--- config.mk ---
export PLATFORM = sky130hd
export DESIGN_NAME = gaussian_line_blur_5tap
export DESIGN_NICKNAME = d
export VERILOG_FILES = /design/src/design/glb_pkg.sv /design/src/design/gaussian_line_blur_5tap.sv /design/src/design/glb_filter.sv
export SDC_FILE = /design/constraint.sdc
export NUM_CORES = 2
export LEC_CHECK = 0
export BUFFER_PORTS_ARGS = -buffer_cell sky130_fd_sc_hd__buf_2
export CAP_MARGIN = 20
export CELL_PAD_IN_SITES_DETAIL_PLACEMENT = 0
export CELL_PAD_IN_SITES_GLOBAL_PLACEMENT = 1
export CORE_MARGIN = 3
export CORE_UTILIZATION = 55
export CTS_CLUSTER_DIAMETER = 50
export DETAILED_ROUTE_END_ITERATION = 10
export PLACE_DENSITY_LB_ADDON = 0.1
export SLEW_MARGIN = 25
export SYNTH_ARGS = -nofsm -noshare
export SYNTH_HDL_FRONTEND = slang
export SYNTH_SLANG_ARGS = --single-unit
--- constraint.sdc ---
create_clock -name clock -period 18.1 [get_ports clock]
set_clock_uncertainty 0.15 [all_clocks]
set_input_delay 1.81 -clock clock [delete_from_list [all_inputs] [get_ports clock]]
set_output_delay 1.81 -clock clock [all_outputs]
set_load 0.01 [all_outputs]
--- src/design/glb_pkg.sv ---
`default_nettype none

package glb_pkg;

   // Fixed field widths
   localparam int SAMPLE_WIDTH     = 16;
   localparam int WEIGHT_FRAC_BITS = 16;
   localparam int WEIGHT_WIDTH     = WEIGHT_FRAC_BITS + 1;
   localparam int TAPS             = 5;
   localparam int CENTER_TAP       = TAPS / 2;

   // Arithmetic widths of the filter datapath
   localparam int PAIR_WIDTH = SAMPLE_WIDTH + 1;
   localparam int PROD_WIDTH = PAIR_WIDTH + WEIGHT_WIDTH + 1;
   localparam int ACC_WIDTH  = PROD_WIDTH + 2;

   // Result counter: up to three results per item
   localparam int PEND_WIDTH = 2;
   localparam int SEEN_WIDTH = 2;
   localparam int CSR_INDEX_WIDTH = 2;

   // Register reset values
   localparam logic [WEIGHT_WIDTH-1:0] WEIGHT_OUTER_RESET  = WEIGHT_WIDTH'(3571);
   localparam logic [WEIGHT_WIDTH-1:0] WEIGHT_INNER_RESET  = WEIGHT_WIDTH'(16004);
   localparam logic [WEIGHT_WIDTH-1:0] WEIGHT_CENTER_RESET = WEIGHT_WIDTH'(26386);

   typedef enum logic [CSR_INDEX_WIDTH-1:0] {
      CSR_WEIGHT_OUTER  = 2'd0,
      CSR_WEIGHT_INNER  = 2'd1,
      CSR_WEIGHT_CENTER = 2'd2
   } glb_csr_type;

   typedef logic signed [SAMPLE_WIDTH-1:0] glb_sample_type;
   typedef glb_sample_type [TAPS-1:0] glb_taps_type;

   typedef struct packed {
      logic [WEIGHT_WIDTH-1:0] outer;
      logic [WEIGHT_WIDTH-1:0] inner;
      logic [WEIGHT_WIDTH-1:0] center;
   } glb_weights_type;

   // One filter job: five taps, oldest in slot 0, and the line end mark
   typedef struct packed {
      glb_taps_type taps;
      logic         done;
   } glb_job_type;

endpackage

`default_nettype wire

--- src/design/gaussian_line_blur_5tap.sv ---
// Datapath: a result passes from the tap line through the product, sum and output
// registers; the first result of a line of three or more voxels follows its
// third voxel (two samples behind), and the drained line end results follow one
// per cycle unless rsp_stall backs up the pipeline. Throughput: one voxel per
// cycle while req_stall is low; the marked last voxel yields up to three results
// issued to the single filter pipeline, so req_stall holds while they drain.
// Reset: synchronous; clears the line state and pipeline, weights load defaults.
`default_nettype none

module gaussian_line_blur_5tap
   import glb_pkg::*;
(
   input  wire logic                        clock,
   input  wire logic                        reset,
   input  wire logic                        csr_wr_en,
   input  wire logic [CSR_INDEX_WIDTH-1:0]  csr_index,
   input  wire logic [WEIGHT_WIDTH-1:0]     csr_wdata,
   input  wire logic                        req_valid,
   output logic                             req_stall,
   input  wire logic signed [SAMPLE_WIDTH-1:0] req_sample,
   input  wire logic                        req_line_end,
   output logic                             rsp_valid,
   input  wire logic                        rsp_stall,
   output logic signed [SAMPLE_WIDTH-1:0]   rsp_blurred,
   output logic                             rsp_line_done
);

   // Weight registers
   glb_weights_type weights_ff;

   always_ff @(posedge clock) begin
      if (reset) begin
         weights_ff.outer  <= WEIGHT_OUTER_RESET;
         weights_ff.inner  <= WEIGHT_INNER_RESET;
         weights_ff.center <= WEIGHT_CENTER_RESET;
      end else if (csr_wr_en) begin
         unique case (csr_index)
            CSR_WEIGHT_OUTER:  weights_ff.outer  <= csr_wdata;
            CSR_WEIGHT_INNER:  weights_ff.inner  <= csr_wdata;
            CSR_WEIGHT_CENTER: weights_ff.center <= csr_wdata;
            default: ;
         endcase
      end
   end

   // Line state: tap line, voxels seen, results still to issue
   glb_taps_type          tap_ff, tap_in;
   logic [SEEN_WIDTH-1:0] seen_ff, seen_in;
   logic [PEND_WIDTH-1:0] pend_ff, pend_in;
   logic                  last_ff, last_in;
   logic                  accept, launch, job_ready;
   glb_job_type           job;

   assign launch    = (pend_ff != '0) && job_ready;
   assign req_stall = !((pend_ff == '0) || ((pend_ff == PEND_WIDTH'(1)) && launch));
   assign accept    = req_valid && !req_stall;

   assign job.taps = tap_ff;
   assign job.done = last_ff && (pend_ff == PEND_WIDTH'(1));

   always_comb begin
      tap_in  = tap_ff;
      seen_in = seen_ff;
      pend_in = pend_ff;
      last_in = last_ff;
      if (accept) begin
         // load the tap line for the first job of this item
         if (seen_ff == '0) begin
            for (int k = 0; k < TAPS; k++) tap_in[k] = req_sample;
         end else if (seen_ff == SEEN_WIDTH'(1) && req_line_end) begin
            // two-voxel line: start at the first right-edge window
            for (int k = 0; k < TAPS-2; k++) tap_in[k] = tap_ff[k+2];
            tap_in[TAPS-2] = req_sample;
            tap_in[TAPS-1] = req_sample;
         end else begin
            for (int k = 0; k < TAPS-1; k++) tap_in[k] = tap_ff[k+1];
            tap_in[TAPS-1] = req_sample;
         end
         // number of results caused by this item
         if (req_line_end) begin
            if (seen_ff >= SEEN_WIDTH'(2))      pend_in = PEND_WIDTH'(3);
            else if (seen_ff == SEEN_WIDTH'(1)) pend_in = PEND_WIDTH'(2);
            else                                pend_in = PEND_WIDTH'(1);
            seen_in = '0;
         end else begin
            pend_in = (seen_ff >= SEEN_WIDTH'(2)) ? PEND_WIDTH'(1) : '0;
            if (seen_ff != SEEN_WIDTH'(3)) seen_in = seen_ff + SEEN_WIDTH'(1);
         end
         last_in = req_line_end;
      end else if (launch) begin
         pend_in = pend_ff - PEND_WIDTH'(1);
         // draining the line end: repeat the last voxel
         if (pend_ff > PEND_WIDTH'(1)) begin
            for (int k = 0; k < TAPS-1; k++) tap_in[k] = tap_ff[k+1];
            tap_in[TAPS-1] = tap_ff[TAPS-1];
         end
      end
   end

   always_ff @(posedge clock) begin
      if (reset) begin
         seen_ff <= '0;
         pend_ff <= '0;
         last_ff <= 1'b0;
      end else begin
         seen_ff <= seen_in;
         pend_ff <= pend_in;
         last_ff <= last_in;
      end
   end

   always_ff @(posedge clock) begin
      tap_ff <= tap_in;
   end

   glb_filter u_filter (
      .clock         (clock),
      .reset         (reset),
      .weights       (weights_ff),
      .job_valid     (pend_ff != '0),
      .job           (job),
      .job_ready     (job_ready),
      .rsp_valid     (rsp_valid),
      .rsp_stall     (rsp_stall),
      .rsp_blurred   (rsp_blurred),
      .rsp_line_done (rsp_line_done)
   );

   // A voxel inside a line causes at most one result
   a_inner_one_result: assert property (@(posedge clock) disable iff (reset)
      accept && !req_line_end |=> pend_ff <= PEND_WIDTH'(1))
      else $error("inner voxel scheduled more than one result");

   // The line end mark closes the line
   a_line_restart: assert property (@(posedge clock) disable iff (reset)
      accept && req_line_end |=> seen_ff == '0 && last_ff)
      else $error("line state not restarted after line end");

   // The marked job is the last one of its item
   a_done_is_last: assert property (@(posedge clock) disable iff (reset)
      launch && job.done && !accept |=> pend_ff == '0)
      else $error("results pending after the line end result");

endmodule

`default_nettype wire

--- src/design/glb_filter.sv ---
`default_nettype none

module glb_filter
   import glb_pkg::*;
(
   input  wire logic                     clock,
   input  wire logic                     reset,
   input  wire glb_weights_type          weights,
   input  wire logic                     job_valid,
   input  wire glb_job_type              job,
   output logic                          job_ready,
   output logic                          rsp_valid,
   input  wire logic                     rsp_stall,
   output logic signed [SAMPLE_WIDTH-1:0] rsp_blurred,
   output logic                          rsp_line_done
);

   localparam logic signed [ACC_WIDTH-1:0] SAT_HI =
      {{(ACC_WIDTH-SAMPLE_WIDTH+1){1'b0}}, {(SAMPLE_WIDTH-1){1'b1}}};
   localparam logic signed [ACC_WIDTH-1:0] SAT_LO =
      {{(ACC_WIDTH-SAMPLE_WIDTH+1){1'b1}}, {(SAMPLE_WIDTH-1){1'b0}}};
   localparam logic signed [ACC_WIDTH-1:0] TRUNC_BIAS =
      {{(ACC_WIDTH-WEIGHT_FRAC_BITS){1'b0}}, {WEIGHT_FRAC_BITS{1'b1}}};

   // Stage advance, back to front
   logic adv3, adv2, adv1;
   logic s1_valid_ff, s2_valid_ff, rsp_valid_ff;

   assign adv3      = !rsp_valid_ff || !rsp_stall;
   assign adv2      = !s2_valid_ff || adv3;
   assign adv1      = !s1_valid_ff || adv2;
   assign job_ready = adv1;

   // Stage 1: symmetric pair sums and the three products
   logic signed [PAIR_WIDTH-1:0] outer_pair, inner_pair;
   logic signed [PROD_WIDTH-1:0] prod_outer_in, prod_inner_in, prod_center_in;
   logic signed [PROD_WIDTH-1:0] prod_outer_ff, prod_inner_ff, prod_center_ff;
   logic                         s1_done_ff;

   always_comb begin
      outer_pair = PAIR_WIDTH'($signed(job.taps[0])) + PAIR_WIDTH'($signed(job.taps[4]));
      inner_pair = PAIR_WIDTH'($signed(job.taps[1])) + PAIR_WIDTH'($signed(job.taps[3]));
      prod_outer_in  = PROD_WIDTH'(outer_pair * $signed({1'b0, weights.outer}));
      prod_inner_in  = PROD_WIDTH'(inner_pair * $signed({1'b0, weights.inner}));
      prod_center_in = PROD_WIDTH'($signed(job.taps[CENTER_TAP])
                                   * $signed({1'b0, weights.center}));
   end

   // Stage 2: full-precision sum
   logic signed [ACC_WIDTH-1:0] acc_in, acc_ff;
   logic                        s2_done_ff;

   assign acc_in = ACC_WIDTH'(prod_outer_ff) + ACC_WIDTH'(prod_inner_ff)
                 + ACC_WIDTH'(prod_center_ff);

   // Stage 3: truncate toward zero, then saturate
   logic signed [ACC_WIDTH-1:0]    biased, quot;
   logic signed [SAMPLE_WIDTH-1:0] blurred_in, blurred_ff;
   logic                           done_ff;

   always_comb begin
      biased = acc_ff[ACC_WIDTH-1] ? (acc_ff + TRUNC_BIAS) : acc_ff;
      quot   = biased >>> WEIGHT_FRAC_BITS;
      priority if (quot > SAT_HI) begin
         blurred_in = SAT_HI[SAMPLE_WIDTH-1:0];
      end else if (quot < SAT_LO) begin
         blurred_in = SAT_LO[SAMPLE_WIDTH-1:0];
      end else begin
         blurred_in = quot[SAMPLE_WIDTH-1:0];
      end
   end

   // Valid chain
   always_ff @(posedge clock) begin
      if (reset) begin
         s1_valid_ff  <= 1'b0;
         s2_valid_ff  <= 1'b0;
         rsp_valid_ff <= 1'b0;
      end else begin
         if (adv1) s1_valid_ff  <= job_valid;
         if (adv2) s2_valid_ff  <= s1_valid_ff;
         if (adv3) rsp_valid_ff <= s2_valid_ff;
      end
   end

   // Payload registers
   always_ff @(posedge clock) begin
      if (adv1 && job_valid) begin
         prod_outer_ff  <= prod_outer_in;
         prod_inner_ff  <= prod_inner_in;
         prod_center_ff <= prod_center_in;
         s1_done_ff     <= job.done;
      end
      if (adv2 && s1_valid_ff) begin
         acc_ff     <= acc_in;
         s2_done_ff <= s1_done_ff;
      end
      if (adv3 && s2_valid_ff) begin
         blurred_ff <= blurred_in;
         done_ff    <= s2_done_ff;
      end
   end

   assign rsp_valid     = rsp_valid_ff;
   assign rsp_blurred   = blurred_ff;
   assign rsp_line_done = done_ff;

endmodule

`default_nettype wire

# After elaboration in Yosys (flattened, before gate mapping)
# Cells that the tools add are included.
[totals]
out_inout_bits = 19
register_bits = 299
[op_classes]
mul = 3
reduce_logical = 28
add_sub_neg = 7
n_mux = 15
n_eq_ne = 5
magnitude_cmp = 4
[ops]
columns = ["cell", "count"]
rows = [
  ["$mux W64", 4],
  ["$mux W80", 1],
  ["$mul A17 B18 Y35", 2],
  ["$add A36 B34 Y37", 1],
  ["$add A37 B17 Y37 const B", 1],
  ["$mux W37", 1],
  ["$add A35 B35 Y36", 1],
  ["$add A16 B16 Y17", 2],
  ["$mul A16 B18 Y34", 1],
  ["$gt A21 B16 Y1 const B", 1],
  ["$lt A21 B16 Y1 const B", 1],
  ["$mux W16", 1],
  ["$mux W2", 7],
  ["$reduce_and A2 Y1", 5],
  ["$reduce_bool A2 Y1", 4],
  ["$logic_and A1 B1 Y1", 7],
  ["$eq A2 B1 Y1 const B", 3],
  ["$logic_not A2 Y1", 3],
  ["$logic_not A1 Y1", 5],
  ["$logic_or A1 B1 Y1", 4],
  ["$add A2 B1 Y2 const B", 1],
  ["$eq A2 B2 Y1 const B", 1],
  ["$ge A2 B2 Y1 const B", 1],
  ["$gt A2 B1 Y1 const B", 1],
  ["other kinds (3)", 3],
]

# Depth between registers and ports, before layout
[depth]
depth_word = 10
depth_mapped = 34

# Modules after synthesis
# From an unflattened synthesis, not the netlist that was laid out.
[unflattened]
cells_unflattened = 4622
hier_area_um2 = 44547.7
[modules_own_cells]
columns = ["mod", "instances", "seq_area_each_um2", "cells_per_inst", "area_per_inst_um2"]
rows = [
  ["glb_filter", 1, 4864.7, 4033, 38017.7],
  ["gaussian_line_blur_5tap", 1, 3523.4, 589, 6530.0],
]

# Least setup slack after synthesis
# OpenSTA, ideal clock, no wires.
[synth_timing]
path_kind = "in2reg"
startpoint = "input rsp_stall"
endpoint = "register tap_ff, in the netlist job[10] (enable)"
path_buffers = 0
required_ns = 17.527
setup_ns = 0.423
cell_stages = 4
arrival_ns = 9.085
setup_slack_ns = 8.441
cell_sequence = "and3_1 -> a21oi_1 -> nand3b_1 -> nand2_1"
[synth_between]
elab_chain_cells = 10
elab_cells_between_ends = 11
classes_between = "reduce/logical (11)"
[synth_lines]
columns = ["item", "line_no", "text"]
rows = [
  ["from (decl)", "gaussian_line_blur_5tap.sv:23", "input wire logic rsp_stall,"],
  ["$logic_not A1 Y1 *", "glb_filter.sv:29", "assign adv3 = !rsp_valid_ff || !rsp_stall;"],
  ["$logic_or A1 B1 Y1 *", "glb_filter.sv:29", ""],
  ["$logic_or A1 B1 Y1 *", "glb_filter.sv:30", "assign adv2 = !s2_valid_ff || adv3;"],
  ["$logic_or A1 B1 Y1 *", "glb_filter.sv:31", "assign adv1 = !s1_valid_ff || adv2;"],
  ["$logic_and A1 B1 Y1 *", "gaussian_line_blur_5tap.sv:54", "assign launch = (pend_ff != '0) && job_ready;"],
  ["net launch", "gaussian_line_blur_5tap.sv:51", "logic accept, launch, job_ready;"],
  ["$logic_and A1 B1 Y1", "gaussian_line_blur_5tap.sv:55", "assign req_stall = !((pend_ff == '0) || ((pend_ff == PEND_WIDTH'(1)) && launch));"],
  ["$logic_or A1 B1 Y1", "gaussian_line_blur_5tap.sv:55", ""],
  ["$logic_and A1 B1 Y1", "gaussian_line_blur_5tap.sv:56", "assign accept = req_valid && !req_stall;"],
  ["$reduce_bool A2 Y1 (no line)", "-", ""],
  ["$reduce_and A2 Y1 (no line) *", "-", ""],
  ["to (signal assigned)", "gaussian_line_blur_5tap.sv:113", "tap_ff <= tap_in;"],
  ["to (decl)", "gaussian_line_blur_5tap.sv:47", "glb_taps_type tap_ff, tap_in;"],
]
# Mark *: on every way through the listed nets, which the timed path passes. The rest lies on a longest branch.
# A chain may end at the register's enable or synchronous reset.

# Final worst setup path
[layout_timing]
startpoint = "register tap_ff, in the netlist job[49]"
endpoint = "register u_filter.prod_inner_ff[34] (data pin)"
[layout_between]
elab_chain_cells = 2
[layout_lines]
columns = ["item", "line_no", "text"]
rows = [
  ["$add A16 B16 Y17", "glb_filter.sv:42", "inner_pair = PAIR_WIDTH'($signed(job.taps[1])) + PAIR_WIDTH'($signed(job.taps[3]));"],
  ["$mul A17 B18 Y35", "glb_filter.sv:44", "prod_inner_in = PROD_WIDTH'(inner_pair * $signed({1'b0, weights.inner}));"],
  ["net u_filter.prod_inner_in[34]", "glb_filter.sv:36", "logic signed [PROD_WIDTH-1:0] prod_outer_in, prod_inner_in, prod_center_in;"],
  ["to (signal assigned)", "glb_filter.sv:90", "prod_inner_ff <= prod_inner_in;"],
  ["to (decl)", "glb_filter.sv:37", "logic signed [PROD_WIDTH-1:0] prod_outer_ff, prod_inner_ff, prod_center_ff;"],
]
# The timed path passes the listed nets, and every way through them passes these cells.

==> summary.md <==
| Metric | Value |
|---|---|
| Detailed-placement wirelength estimate | 93,400 um |
| Fraction of registers with async set or reset after synthesis | 0% |
| CTS resizes | 0 |
| Global-route usage over all layers | 29.3% |
| Netlist cell types | 77 |
| Post-synthesis sequential area ratio | 19.1% |
| Layout overhead on the synthesized area | 6.56% |
| Gate count after technology mapping | approximately 4.6k |
| Crit path max-delay family | adder cells |
| Worst hold path endpoint | u_filter.s2_done_ff |
| Layout cells sized above 1 | 5.74% |
| IO Pins | 60 |
| Routed WL | ~120,000 um |
| Hold violation count in the final report | 0 |
| Final setup violation count | 0 |
| Ys flop type | edfxtp_1 |
| Commonest cells after routing, fill and taps aside | inv_1, fa_1, nand2_1, ha_1, and2_1 |
| Cell depth of the worst flop-to-flop path | 32 |
| Router iterations before antenna repair | 5 |
| Biggest area contributors in the synthesized netlist | fa_1, edfxtp_1, ha_1 |
| Count of non-filler cells in the finished layout | about 5.7k |
| # clock sinks | 299 |
| Iteration-0 DRC Markers | 2,295 |
| TritonCTS clock tree | done |
| Data required time at the worst endpoint | 18.27 ns |
| RSZ-0062 raised after global routing | false |
| Routed vias | 31.6k |
| Via count normalized by instance count | 5.54 |
| Clock slew seen by the registers of the worst setup and hold paths | ~0.060 ns |
| Accumulated negative setup slack | 0 ns |
| Most common cell on crit path | fa_1 |
| Clock latency of the later-clocked register in the worst-skew pair | 0.57 ns |
| Largest buffer count on any clock path | 3 |
| Post-CTS Setup Repair Bufs | 0 |
| Antenna cells | 0 |
| Number of enable flip-flop cells after synthesis | 240 |
| Via count of the first global-routing pass | 32.1k |
| Number of DRC violations after detailed routing | 0 |
| Post-layout min period | 9.01 ns |
| Post-synthesis sequential element count | 299 |
| CTS hold repair buffers | 0 |
| Startpoint type of the worst setup path | flop |
| Number of CTS-inserted buffers | 38 |
| Die Footprint | 83,200 um^2 |
| Starting utilization of the core area | 56.1% |
| Headroom to the max-slew limit | about 34% |
| Post-placement cell count | 5,639 |
| Final period util | between 40% and 50% |
| Run status | finished clean |
| Worst Hold Depth | 0 |
| Maximum clock frequency | 111 MHz |
| Startpoint of the lowest-slack hold path | u_filter.s1_done_ff |
| Netlist area before placement | 43,900 um^2 |
| Critical Path Sink Type | flop |
| Portion of synthesized cell area occupied by the leading cell type | between 30% and 40% |
| Die width | between 200 and 300 um |
| Endpoint of the lowest-slack register-to-register path | u_filter.prod_inner_ff[34] |
| Clock root cell | clkbuf_16 |
| Number of fill cells | 6,847 |
| Most common library cell in the layout ignoring fill and taps | inv_1 |
| Total of buffers placed on input and output ports | 59 |
| First-pass GRT wire length | roughly 190,000 um |
| Cell with the largest stage delay on the worst path | a31oi_2 |
| Utilization of the core after routing | 59.8% |
| Area of the placeable core | 78,200 um^2 |
| H-tree levels | 2 |
| Post-Syn Nets | 5,832 |
| Sum of met2 wire segment lengths after detailed routing | 53,400 um |
| Highest routed metal layer | met5 |
| Global route overflow | 0 |
| Maxcap violations | 0 |
| Per-instance average area after synthesis | around 9.4 um^2 |
| Cell type with the highest aggregate area in the netlist | fa_1 |
| Sum of routed wire segments on met1 | 53,000 um |
| Max-slew violation total from the final report | 0 |
| Maximum number of pins on one net before global-route repair | 81 |
| Setup Crit Path Kind | reg -> reg |
| Worst hold path type | reg -> reg |
| Wire length on met3 | 8430 um |
| Number of warnings issued by yosys | 0 |
| R2R setup slack | roughly 9.1 ns |
| R2r startpoint | job[49] |
| Slew at the pin closest to its max-slew limit | 0.992 ns |
| Number of antenna violations at the first check in global routing | 6 |
| Post-DR wirelength/cell | roughly 21 um |
| Die span in y | 288 um |
| Critical path buffers and inverters | 6 |
| Maximum fanout count along the critical path | 18 |
| Number of routed nets with antenna violations | 0 |
| Arrival time at the worst endpoint | 9.18 ns |
| Crit path largest cell delay | 0.81 ns |
| Number of standard-cell rows in the floorplan | 102 |
| GP Congestion | 0.951 |
| Number of nets in the layout | 5,827 |
[cell usage after synthesis, types with 13 or more instances]
master	count
o211ai_1	13
a21o_1	46
nor2_1	119
inv_1	899
nor3b_1	21
edfxtp_1	240
nand2_1	661
a21oi_1	175
xor2_1	37
mux2_2	17
nand3b_1	30
nand4_1	19
o21ai_0	125
clkbuf_1	157
and2_1	322
xnor2_1	118
o21bai_1	17
o21a_1	20
dfxtp_1	59
nand3_1	36
ha_1	453
nor2b_1	52
nor3_1	35
buf_1	15
a22oi_1	64
or2_2	18
fa_1	694
nand2b_1	32
[kinds of logic after synthesis]
logic type / count (synthesis) / share of synthesized area, %
muxes: 18 / 0.459
xor gates and xnor gates: 155 / 3.09
DFF: 299 / 19.1
buffers and inverters: 1078 / 9.27
adders and majority gates: 1147 / 44.6
AOI/OAI and AO/OA: 558 / 8.08
and+or+nand+nor: 1389 / 15.4
[metal layers]
| metal | up-vias | track usage (%) |
|---|---|---|
| met5 | - | 0 |
| li1 | 14600 | - |
| met1 | 16000 | 41.9 |
| met4 | 2 | 6.67 |
| met3 | 132 | 5.29 |
| met2 | 886 | 46.7 |
[worst register-to-register path, delay by kind of cell (launching register included)]
family	cells	cell delay [ns]
flops	1	0.39
xor+xnor	1	0.12
compound gates	11	2.75
buf+inv	6	0.34
simple gates	5	1.26
fa+ha+maj	9	3.81
[sequential cells by signal (all words and copies together), names as in the netlist]
name                     count
seen_ff                      2
u_filter.rsp_blurred        16
job                         80
u_filter.rsp_valid           1
u_filter.prod_center_ff     34
u_filter.prod_inner_ff      35
u_filter.s1_done_ff          1
u_filter.rsp_line_done       1
last_ff                      1
u_filter.s2_valid_ff         1
pend_ff                      2
u_filter.acc_ff             37
u_filter.s2_done_ff          1
u_filter.prod_outer_ff      35
weights_ff                  51
u_filter.s1_valid_ff         1
[cell type report]
cell class | instances | area (um^2) | share of cell area [%]
Multi-Input combinational cell | 3267 | 31500 | 67.4
Tap cell | 1040 | 1300 | 2.78
Timing Repair Buffer | 134 | 861 | 1.84
Clock inverter | 14 | 183 | 0.391
Inverter | 899 | 3370 | 7.22
Clock buffer | 55 | 1140 | 2.44
Sequential cell | 299 | 8390 | 17.9
[worst max path at each step]
stage | startpoint | endpoint | slack [ns] | cells past startpoint
2_1_floorplan | rsp_stall | job[10] | 8.44 | 4
3_3_place_gp | job[49] | u_filter.prod_inner_ff[34] | 9.48 | 32
3_5_place_dp | job[49] | u_filter.prod_inner_ff[34] | 9.22 | 32
4_1_cts | job[49] | u_filter.prod_inner_ff[34] | 9.19 | 32
5_1_grt | job[49] | u_filter.prod_inner_ff[34] | 8.62 | 32
6_report | job[49] | u_filter.prod_inner_ff[34] | 9.09 | 32
[metrics by stage]
| stage | hold WS (ns) | area, um^2 | setup slack (ns) |
|---|---|---|---|
| 2_1_floorplan | 0.250 | 43900 | 8.44 |
| 6_report | 0.281 | 46800 | 9.09 |
| 5_1_grt | 0.303 | 46800 | 8.62 |
| 3_5_place_dp | 0.282 | 45400 | 9.22 |
| 3_3_place_gp | 0.291 | 45400 | 9.48 |
| 4_1_cts | 0.293 | 46800 | 9.19 |
Power is left out: the tool's default activity adds up to more than one toggle a clock period on the data nets, which glitch-free logic cannot reach.
